**src/sv/ncpm_pkg.sv**
```systemverilog
// ----------------------------------------------------------------------------
// ncpm_pkg
// Types, constants and arithmetic helpers of the nearest color pixel marker.
// ----------------------------------------------------------------------------
package ncpm_pkg;

    localparam int NUM_COLORS = 6;
    localparam int PIX_W      = 24;
    localparam int SUM_W      = 20;
    localparam int ROOT_W     = SUM_W / 2;
    localparam int REM_W      = ROOT_W + 2;
    localparam int NUM_CELLS  = SUM_W / 2;
    // Sum stage, root cells, select stage.
    localparam int PIPE_LAT   = NUM_CELLS + 2;

    localparam int SEL_W      = 4;
    localparam int THR_W      = 10;
    localparam int CFG_IDX_W  = 4;
    localparam int CFG_DATA_W = 10;
    localparam int IDX_W      = 3;

    localparam logic [CFG_IDX_W-1:0] CFG_SELECTED_COLOR  = 4'd0;
    localparam logic [CFG_IDX_W-1:0] CFG_MATCH_THRESHOLD = 4'd1;

    localparam logic [SEL_W-1:0] SEL_RESET = 4'd0;
    localparam logic [THR_W-1:0] THR_RESET = 10'd265;
    // Colors at this index and above are never substituted.
    localparam logic [IDX_W-1:0] REPLACE_LIMIT = 3'd5;

    localparam logic [PIX_W-1:0] PALETTE [NUM_COLORS] = '{
        24'hFF0000, 24'h0000FF, 24'h00FF00, 24'hFFFF00, 24'hFF00FF, 24'h00FFFF
    };

    // One lane of the root pipeline: partial remainder, root and radicand bits left.
    typedef struct packed {
        logic [REM_W-1:0]  rem;
        logic [ROOT_W-1:0] root;
        logic [SUM_W-1:0]  rad;
    } t_lane;

    // One beat travelling along the cell chain.
    typedef struct packed {
        logic                         valid;
        logic [PIX_W-1:0]             pixel;
        t_lane [NUM_COLORS-1:0]       lanes;
    } t_beat;

    function automatic logic [15:0] sq_diff(input logic [7:0] a, input logic [7:0] b);
        logic [7:0] d;
        d = (a > b) ? (a - b) : (b - a);
        return d * d;
    endfunction

    // Weighted squared distance: 5*dr^2/2 + 3*dg^2/2 + 11*db^2/4, each floored.
    function automatic logic [SUM_W-1:0] color_sum(input logic [PIX_W-1:0] px,
                                                   input logic [PIX_W-1:0] col);
        logic [15:0] sr;
        logic [15:0] sb;
        logic [15:0] sg;
        logic [19:0] tr;
        logic [19:0] tg;
        logic [19:0] tb;
        sr = sq_diff(px[23:16], col[23:16]);
        sb = sq_diff(px[15:8], col[15:8]);
        sg = sq_diff(px[7:0], col[7:0]);
        tr = ({4'd0, sr} << 2) + {4'd0, sr};
        tg = ({4'd0, sg} << 3) + ({4'd0, sg} << 1) + {4'd0, sg};
        tb = ({4'd0, sb} << 1) + {4'd0, sb};
        return (tr >> 1) + (tg >> 2) + (tb >> 1);
    endfunction

endpackage

```
**src/sv/nearest_color_pixel_marker_unit.sv**
```systemverilog
// ----------------------------------------------------------------------------
// nearest_color_pixel_marker_unit
// Marks pixels whose nearest palette color is the selected class.
// ----------------------------------------------------------------------------
// Usage:
//   Input: drive i_pixel_in and raise start; a beat is taken at every edge
//   where start is high and busy is low. busy is always low, so one pixel
//   can enter on every clock.
//   Output: o_strobe is high for one cycle with o_pixel_out; the receiver
//   cannot stall and must take every beat.
//   Pipeline: the result beat passes a weighted-sum register, ten root
//   cells each resolving one root bit, and the selection logic with its
//   output register.
//   Throughput: one pixel per clock; the ten-cell root chain sets the depth.
//   Configuration: i_cfg_we with i_cfg_idx writes i_cfg_data to a register;
//   index 0 is the selected color, index 1 the match threshold; other
//   indexes are ignored. Write only while no pixel is in flight.
//   Reset: synchronous, active low; it empties the pipeline, sets the
//   selected color to 0 and the threshold to 265.
// ----------------------------------------------------------------------------
module nearest_color_pixel_marker_unit
    import ncpm_pkg::*;
(
    input  logic                  i_clk,
    input  logic                  i_rst_n,
    input  logic                  start,
    output logic                  busy,
    input  logic [PIX_W-1:0]      i_pixel_in,
    output logic                  o_strobe,
    output logic [PIX_W-1:0]      o_pixel_out,
    input  logic                  i_cfg_we,
    input  logic [CFG_IDX_W-1:0]  i_cfg_idx,
    input  logic [CFG_DATA_W-1:0] i_cfg_data
);

    logic [SEL_W-1:0] r_selected_color;
    logic [THR_W-1:0] r_match_threshold;
    t_beat            r_sum_beat;
    t_beat            n_sum_beat;
    t_beat            cell_beat [NUM_CELLS+1];
    logic             r_strobe;
    logic [PIX_W-1:0] r_pixel_out;
    logic [PIX_W-1:0] n_pixel_out;

    assign busy = 1'b0;

    // Configuration registers.
    always_ff @(posedge i_clk) begin
        if (!i_rst_n) begin
            r_selected_color  <= SEL_RESET;
            r_match_threshold <= THR_RESET;
        end else if (i_cfg_we) begin
            if (i_cfg_idx == CFG_SELECTED_COLOR) begin
                r_selected_color <= i_cfg_data[SEL_W-1:0];
            end else if (i_cfg_idx == CFG_MATCH_THRESHOLD) begin
                r_match_threshold <= i_cfg_data[THR_W-1:0];
            end
        end
    end

    // Weighted squared distances to every palette color.
    always_comb begin
        n_sum_beat.valid = start && !busy;
        n_sum_beat.pixel = i_pixel_in;
        for (int i = 0; i < NUM_COLORS; i++) begin
            n_sum_beat.lanes[i].rem  = '0;
            n_sum_beat.lanes[i].root = '0;
            n_sum_beat.lanes[i].rad  = color_sum(i_pixel_in, PALETTE[i]);
        end
    end

    always_ff @(posedge i_clk) begin
        r_sum_beat.pixel <= n_sum_beat.pixel;
        r_sum_beat.lanes <= n_sum_beat.lanes;
        if (!i_rst_n) begin
            r_sum_beat.valid <= 1'b0;
        end else begin
            r_sum_beat.valid <= n_sum_beat.valid;
        end
    end

    // Chain of root cells.
    assign cell_beat[0] = r_sum_beat;

    for (genvar c = 0; c < NUM_CELLS; c++) begin : g_cell
        ncpm_root_cell u_cell (
            .i_clk   (i_clk),
            .i_rst_n (i_rst_n),
            .i_beat  (cell_beat[c]),
            .o_beat  (cell_beat[c+1])
        );
    end

    // Pick the first strictly smallest root under the threshold.
    always_comb begin
        logic              found;
        logic [ROOT_W-1:0] best;
        logic [IDX_W-1:0]  best_idx;
        logic [ROOT_W-1:0] d;
        found    = 1'b0;
        best     = '0;
        best_idx = '0;
        for (int i = 0; i < NUM_COLORS; i++) begin
            d = cell_beat[NUM_CELLS].lanes[i].root;
            if (d < r_match_threshold && (!found || d < best)) begin
                found    = 1'b1;
                best     = d;
                best_idx = IDX_W'(i);
            end
        end
        n_pixel_out = cell_beat[NUM_CELLS].pixel;
        if (found && best_idx < REPLACE_LIMIT
            && r_selected_color == ({1'b0, best_idx} + 4'd1)) begin
            n_pixel_out = PALETTE[best_idx];
        end
    end

    // Output register.
    always_ff @(posedge i_clk) begin
        r_pixel_out <= n_pixel_out;
        if (!i_rst_n) begin
            r_strobe <= 1'b0;
        end else begin
            r_strobe <= cell_beat[NUM_CELLS].valid;
        end
    end

    assign o_strobe    = r_strobe;
    assign o_pixel_out = r_pixel_out;

endmodule

```
**src/sv/ncpm_root_cell.sv**
```systemverilog
// ----------------------------------------------------------------------------
// ncpm_root_cell
// One digit step of the integer square root for every palette lane.
// ----------------------------------------------------------------------------
module ncpm_root_cell
    import ncpm_pkg::*;
(
    input  logic  i_clk,
    input  logic  i_rst_n,
    input  t_beat i_beat,
    output t_beat o_beat
);

    t_beat r_beat;
    t_beat n_beat;

    // Bring down two radicand bits and try to extend the root by a one.
    always_comb begin
        logic [REM_W+1:0] cand;
        logic [REM_W+1:0] trial;
        n_beat = i_beat;
        for (int i = 0; i < NUM_COLORS; i++) begin
            cand  = {i_beat.lanes[i].rem, i_beat.lanes[i].rad[SUM_W-1 -: 2]};
            trial = {2'b00, i_beat.lanes[i].root, 2'b01};
            n_beat.lanes[i].rad = {i_beat.lanes[i].rad[SUM_W-3:0], 2'b00};
            if (cand >= trial) begin
                n_beat.lanes[i].rem  = REM_W'(cand - trial);
                n_beat.lanes[i].root = {i_beat.lanes[i].root[ROOT_W-2:0], 1'b1};
            end else begin
                n_beat.lanes[i].rem  = REM_W'(cand);
                n_beat.lanes[i].root = {i_beat.lanes[i].root[ROOT_W-2:0], 1'b0};
            end
        end
    end

    // Hand the beat to the next cell; only the valid flag needs reset.
    always_ff @(posedge i_clk) begin
        r_beat.pixel <= n_beat.pixel;
        r_beat.lanes <= n_beat.lanes;
        if (!i_rst_n) begin
            r_beat.valid <= 1'b0;
        end else begin
            r_beat.valid <= n_beat.valid;
        end
    end

    assign o_beat = r_beat;

endmodule

```
**config.mk**
```make
export PLATFORM = sky130hd
export DESIGN_NAME = nearest_color_pixel_marker_unit
export DESIGN_NICKNAME = d
export VERILOG_FILES = /design/src/sv/ncpm_pkg.sv /design/src/sv/nearest_color_pixel_marker_unit.sv /design/src/sv/ncpm_root_cell.sv
export SDC_FILE = /design/constraint.sdc
export NUM_CORES = 2
export LEC_CHECK = 0
export ABC_AREA = 1
export BUFFER_PORTS_ARGS = -buffer_cell sky130_fd_sc_hd__clkbuf_2
export CAP_MARGIN = 20
export CORE_MARGIN = 4
export CORE_UTILIZATION = 47
export CTS_CLUSTER_SIZE = 10
export DETAILED_ROUTE_END_ITERATION = 6
export HOLD_SLACK_MARGIN = 0.08
export PLACE_DENSITY_LB_ADDON = 0.25
export REMOVE_ABC_BUFFERS = 1
export SLEW_MARGIN = 20
export SYNTH_ARGS = -nofsm -noshare
export SYNTH_HDL_FRONTEND = slang
export SYNTH_SLANG_ARGS = --single-unit
export TNS_END_PERCENT = 1
```
**constraint.sdc**
```tcl
create_clock -name i_clk -period 20 [get_ports i_clk]
set_input_delay 2 -clock i_clk [delete_from_list [all_inputs] [get_ports i_clk]]
set_output_delay 2 -clock i_clk [all_outputs]
set_load 0.005 [all_outputs]
```
==> results.ini <==
[timing]
fin_worst_skew_ns=0.05742
worst_pin_slew_ns=1.060
period_minus_slack_ns=11.89
maxSlewViolCount=0
fin_tns_setup_ns=0
finalSetupViolations=0
fin_ws_ns=8.108
rsz0062_at_grt=false
relSlewSlack=0.2884
fmax_mhz=84.09
finalCritPeriodShare=0.5946
holdWs_ns=0.2700
hold_violations=0

[setup_path]
cpMaxStageDelayCell=nor2_1
worstPathArrival_ns=12.54
crit_required_ns=20.65
crit_type=reg -> reg
crit_path_frequent_cell=nand2_1
crit_fanout=24
critPathLaunchType=flop
endpoint_kind=flop
crit_path_max_incr_delay_ns=0.57

[clock_network]
cts_sinks=1866
holdBufCountCts=0
htree_levels=4
clk_pin_slew_worst_paths_ns=0.06
cts_max_path_buffers=3
numCtsBuffers=210
cts-resized-gates=0
clock_latency_ns=0.82
post_cts_buffers=0
cts_tree=built
cts_root_buf=clkbuf_16

[grt]
overflow=0
grt_pass1_vias=53538
grt_pass1_wl_mm=266.1
antenna_found_initial=2
grt_max_degree=27
grt_usage=0.1818

[detailed_routing]
num_vias=53047
wl_per_cell_um=14.50
routed_via_density=4.740
ant_nets=0
drt_pre_antenna_iters=6
dr.first_iter.drc_count=2099
drc=0
routed_wl_mm=162.3

[finish]
layout-drive-gt1-share=0.04419
area_delta_synth_final_pct=10.92
num-fill-cells=15202
final_nets=9997

[yosys]
yosys.area_share.simple=0.1056
synth-compound-area-share=0.09701
ys_seq_area_frac=0.4619
synth_area_um2=80870
synth_xor_area_frac=0.07139
synth_cell_types=65
synth_mux_area_frac=0
synth_edf_count=0
yosys_warnings=0
synth-seq-cells=1866
avgSynthCellArea_um2=9.361
synthFlopType=dfxtp_1
post_synth_fa_ha_maj_area_fraction=0.1907
synth_top_family_by_area=adder cells
async_flop_share=0
syn_inst=8639

[placed_design]
place_congestion=0.9309
io_buffers=66
post-dp-hpwl_mm=131.0
place_ws_ns=8.126

[run_status]
status=finished, final reports clean

[floorplan]
start_util=0.4751
die_w_um=422.8
dieArea_um2=178800
die_h_um=422.8
coreArea_um2=170200
io_pins=68
num_rows=151

[run]
cap_violations=0

[worst_hold_path]
hold_path_class=reg -> reg

[cell families (layout without fill, tap and decap cells)]
logic type,after synthesis,after routing
AND/OR/NAND/NOR,2038,2038
flip-flops,1866,1866
buffers and inverters,1569,1809
AO/OA/AOI/OAI,1404,1404
adder cells (fa/ha/maj),1103,1103
XOR/XNOR,657,657
other,2,20
[per-stage QoR]
step / instance area (um^2) / utilization / std cells
3_5_place_dp: 83820 / 0.4924 / 10935
6_report: 89700 / 0.5270 / 11192
5_1_grt: 89690 / 0.5269 / 11189
3_3_place_gp: 83820 / 0.4924 / 10935
2_1_floorplan: 80570 / - / 8567
4_1_cts: 89690 / 0.5269 / 11189
[cell usage in the layout, fill, tap and decap left out, drive strengths merged, types with 26 or more instances in the layout]
cell,netlist,final
clkbuf,81,298
clkinv,6,26
xor2,449,449
o21ai,592,592
nor3,114,114
a21oi,543,543
a21o,46,46
nand3,174,174
o21bai,86,86
and2,30,30
dfxtp,1866,1866
inv,1476,1478
xnor2,208,208
ha,887,887
nand2,1093,1093
nor2,513,513
fa,216,216
nor4,45,45
[state kept, by name, indices dropped and copies added, names as in the netlist]
| signal | flops |
|---|---|
| cell_beat | 143 |
| o_strobe | 1 |
| g_cell.u_cell.o_beat | 1684 |
| r_selected_color | 4 |
| r_match_threshold | 10 |
| o_pixel_out | 24 |
[layout make-up]
cell class              count  area, um^2  area share
multi-input cells        5219       37650      0.4197
flip-flops and latches   1866       37360      0.4164
inverters                1482        5563     0.06201
clock buffers             232        5449     0.06075
well taps                2295        2872     0.03201
clock inverters            22       422.9    0.004715
repair buffers             73       382.9    0.004268
diodes                      3       7.507  0.00008369
[metal layers]
metal / up-vias / routed length, um / GRT usage
met5: - / 0 / 0
met4: 0 / 7265 / 0.08073
met3: 329 / 5001 / 0.02623
met2: 743 / 77740 / 0.3207
met1: 24114 / 72290 / 0.2199
li1: 27861 / - / -
[critical path: cells and delay by family (launching register included)]
family | cells | cell delay [ns]
buf+inv | 4 | 0.43
fa+ha+maj | 7 | 2.19
simple gates | 33 | 4.43
compound gates | 22 | 4.29
flops | 1 | 0.30
[synth_stat cells (3+ instances only)]
| cell type | instances | share of area |
|---|---|---|
| o211ai_1 | 23 | 0.0021 |
| a221o_1 | 3 | 0.00037 |
| o21bai_2 | 20 | 0.0028 |
| o21a_1 | 11 | 0.0010 |
| nand3_4 | 5 | 0.0011 |
| nand3_1 | 168 | 0.010 |
| o21ai_0 | 592 | 0.037 |
| a21o_1 | 46 | 0.0043 |
| a21oi_1 | 541 | 0.033 |
| nor3_1 | 114 | 0.0071 |
| dfxtp_1 | 1866 | 0.46 |
| a31oi_1 | 9 | 0.00070 |
| or3_1 | 10 | 0.00077 |
| fa_1 | 216 | 0.053 |
| buf_6 | 4 | 0.00056 |
| a21boi_0 | 3 | 0.00028 |
| inv_1 | 1475 | 0.068 |
| xnor2_1 | 208 | 0.023 |
| xor2_1 | 448 | 0.049 |
| ha_1 | 887 | 0.14 |
| or2_2 | 16 | 0.0012 |
| clkinv_1 | 6 | 0.00028 |
| a31o_2 | 8 | 0.00087 |
| a2111oi_0 | 8 | 0.00087 |
| nor2_1 | 510 | 0.024 |
| a211oi_1 | 23 | 0.0021 |
| o221a_2 | 3 | 0.00042 |
| a211o_1 | 8 | 0.00087 |
| o21bai_1 | 66 | 0.0061 |
| nand2_1 | 1077 | 0.050 |
| o31ai_1 | 21 | 0.0019 |
| nor4_1 | 45 | 0.0035 |
| and2_1 | 30 | 0.0023 |
| clkbuf_1 | 81 | 0.0038 |
| nand4_1 | 23 | 0.0018 |
| a22o_1 | 3 | 0.00032 |
| nand3b_1 | 13 | 0.0012 |
| nand2_2 | 14 | 0.0011 |
[final timing paths]
check | start | endpoint | slack, ns | cells past startpoint
max | r_match_threshold[7] | o_pixel_out[1] | 8.11 | 66
min | g_cell[6].u_cell.o_beat[262] | g_cell[7].u_cell.o_beat[262] | 0.27 | 0
max reg2reg | r_match_threshold[7] | o_pixel_out[1] | 8.11 | 66
min reg2reg | g_cell[6].u_cell.o_beat[262] | g_cell[7].u_cell.o_beat[262] | 0.27 | 0
Power is left out: the tool's default activity adds up to more than one toggle a clock period on the data nets, which glitch-free logic cannot reach.
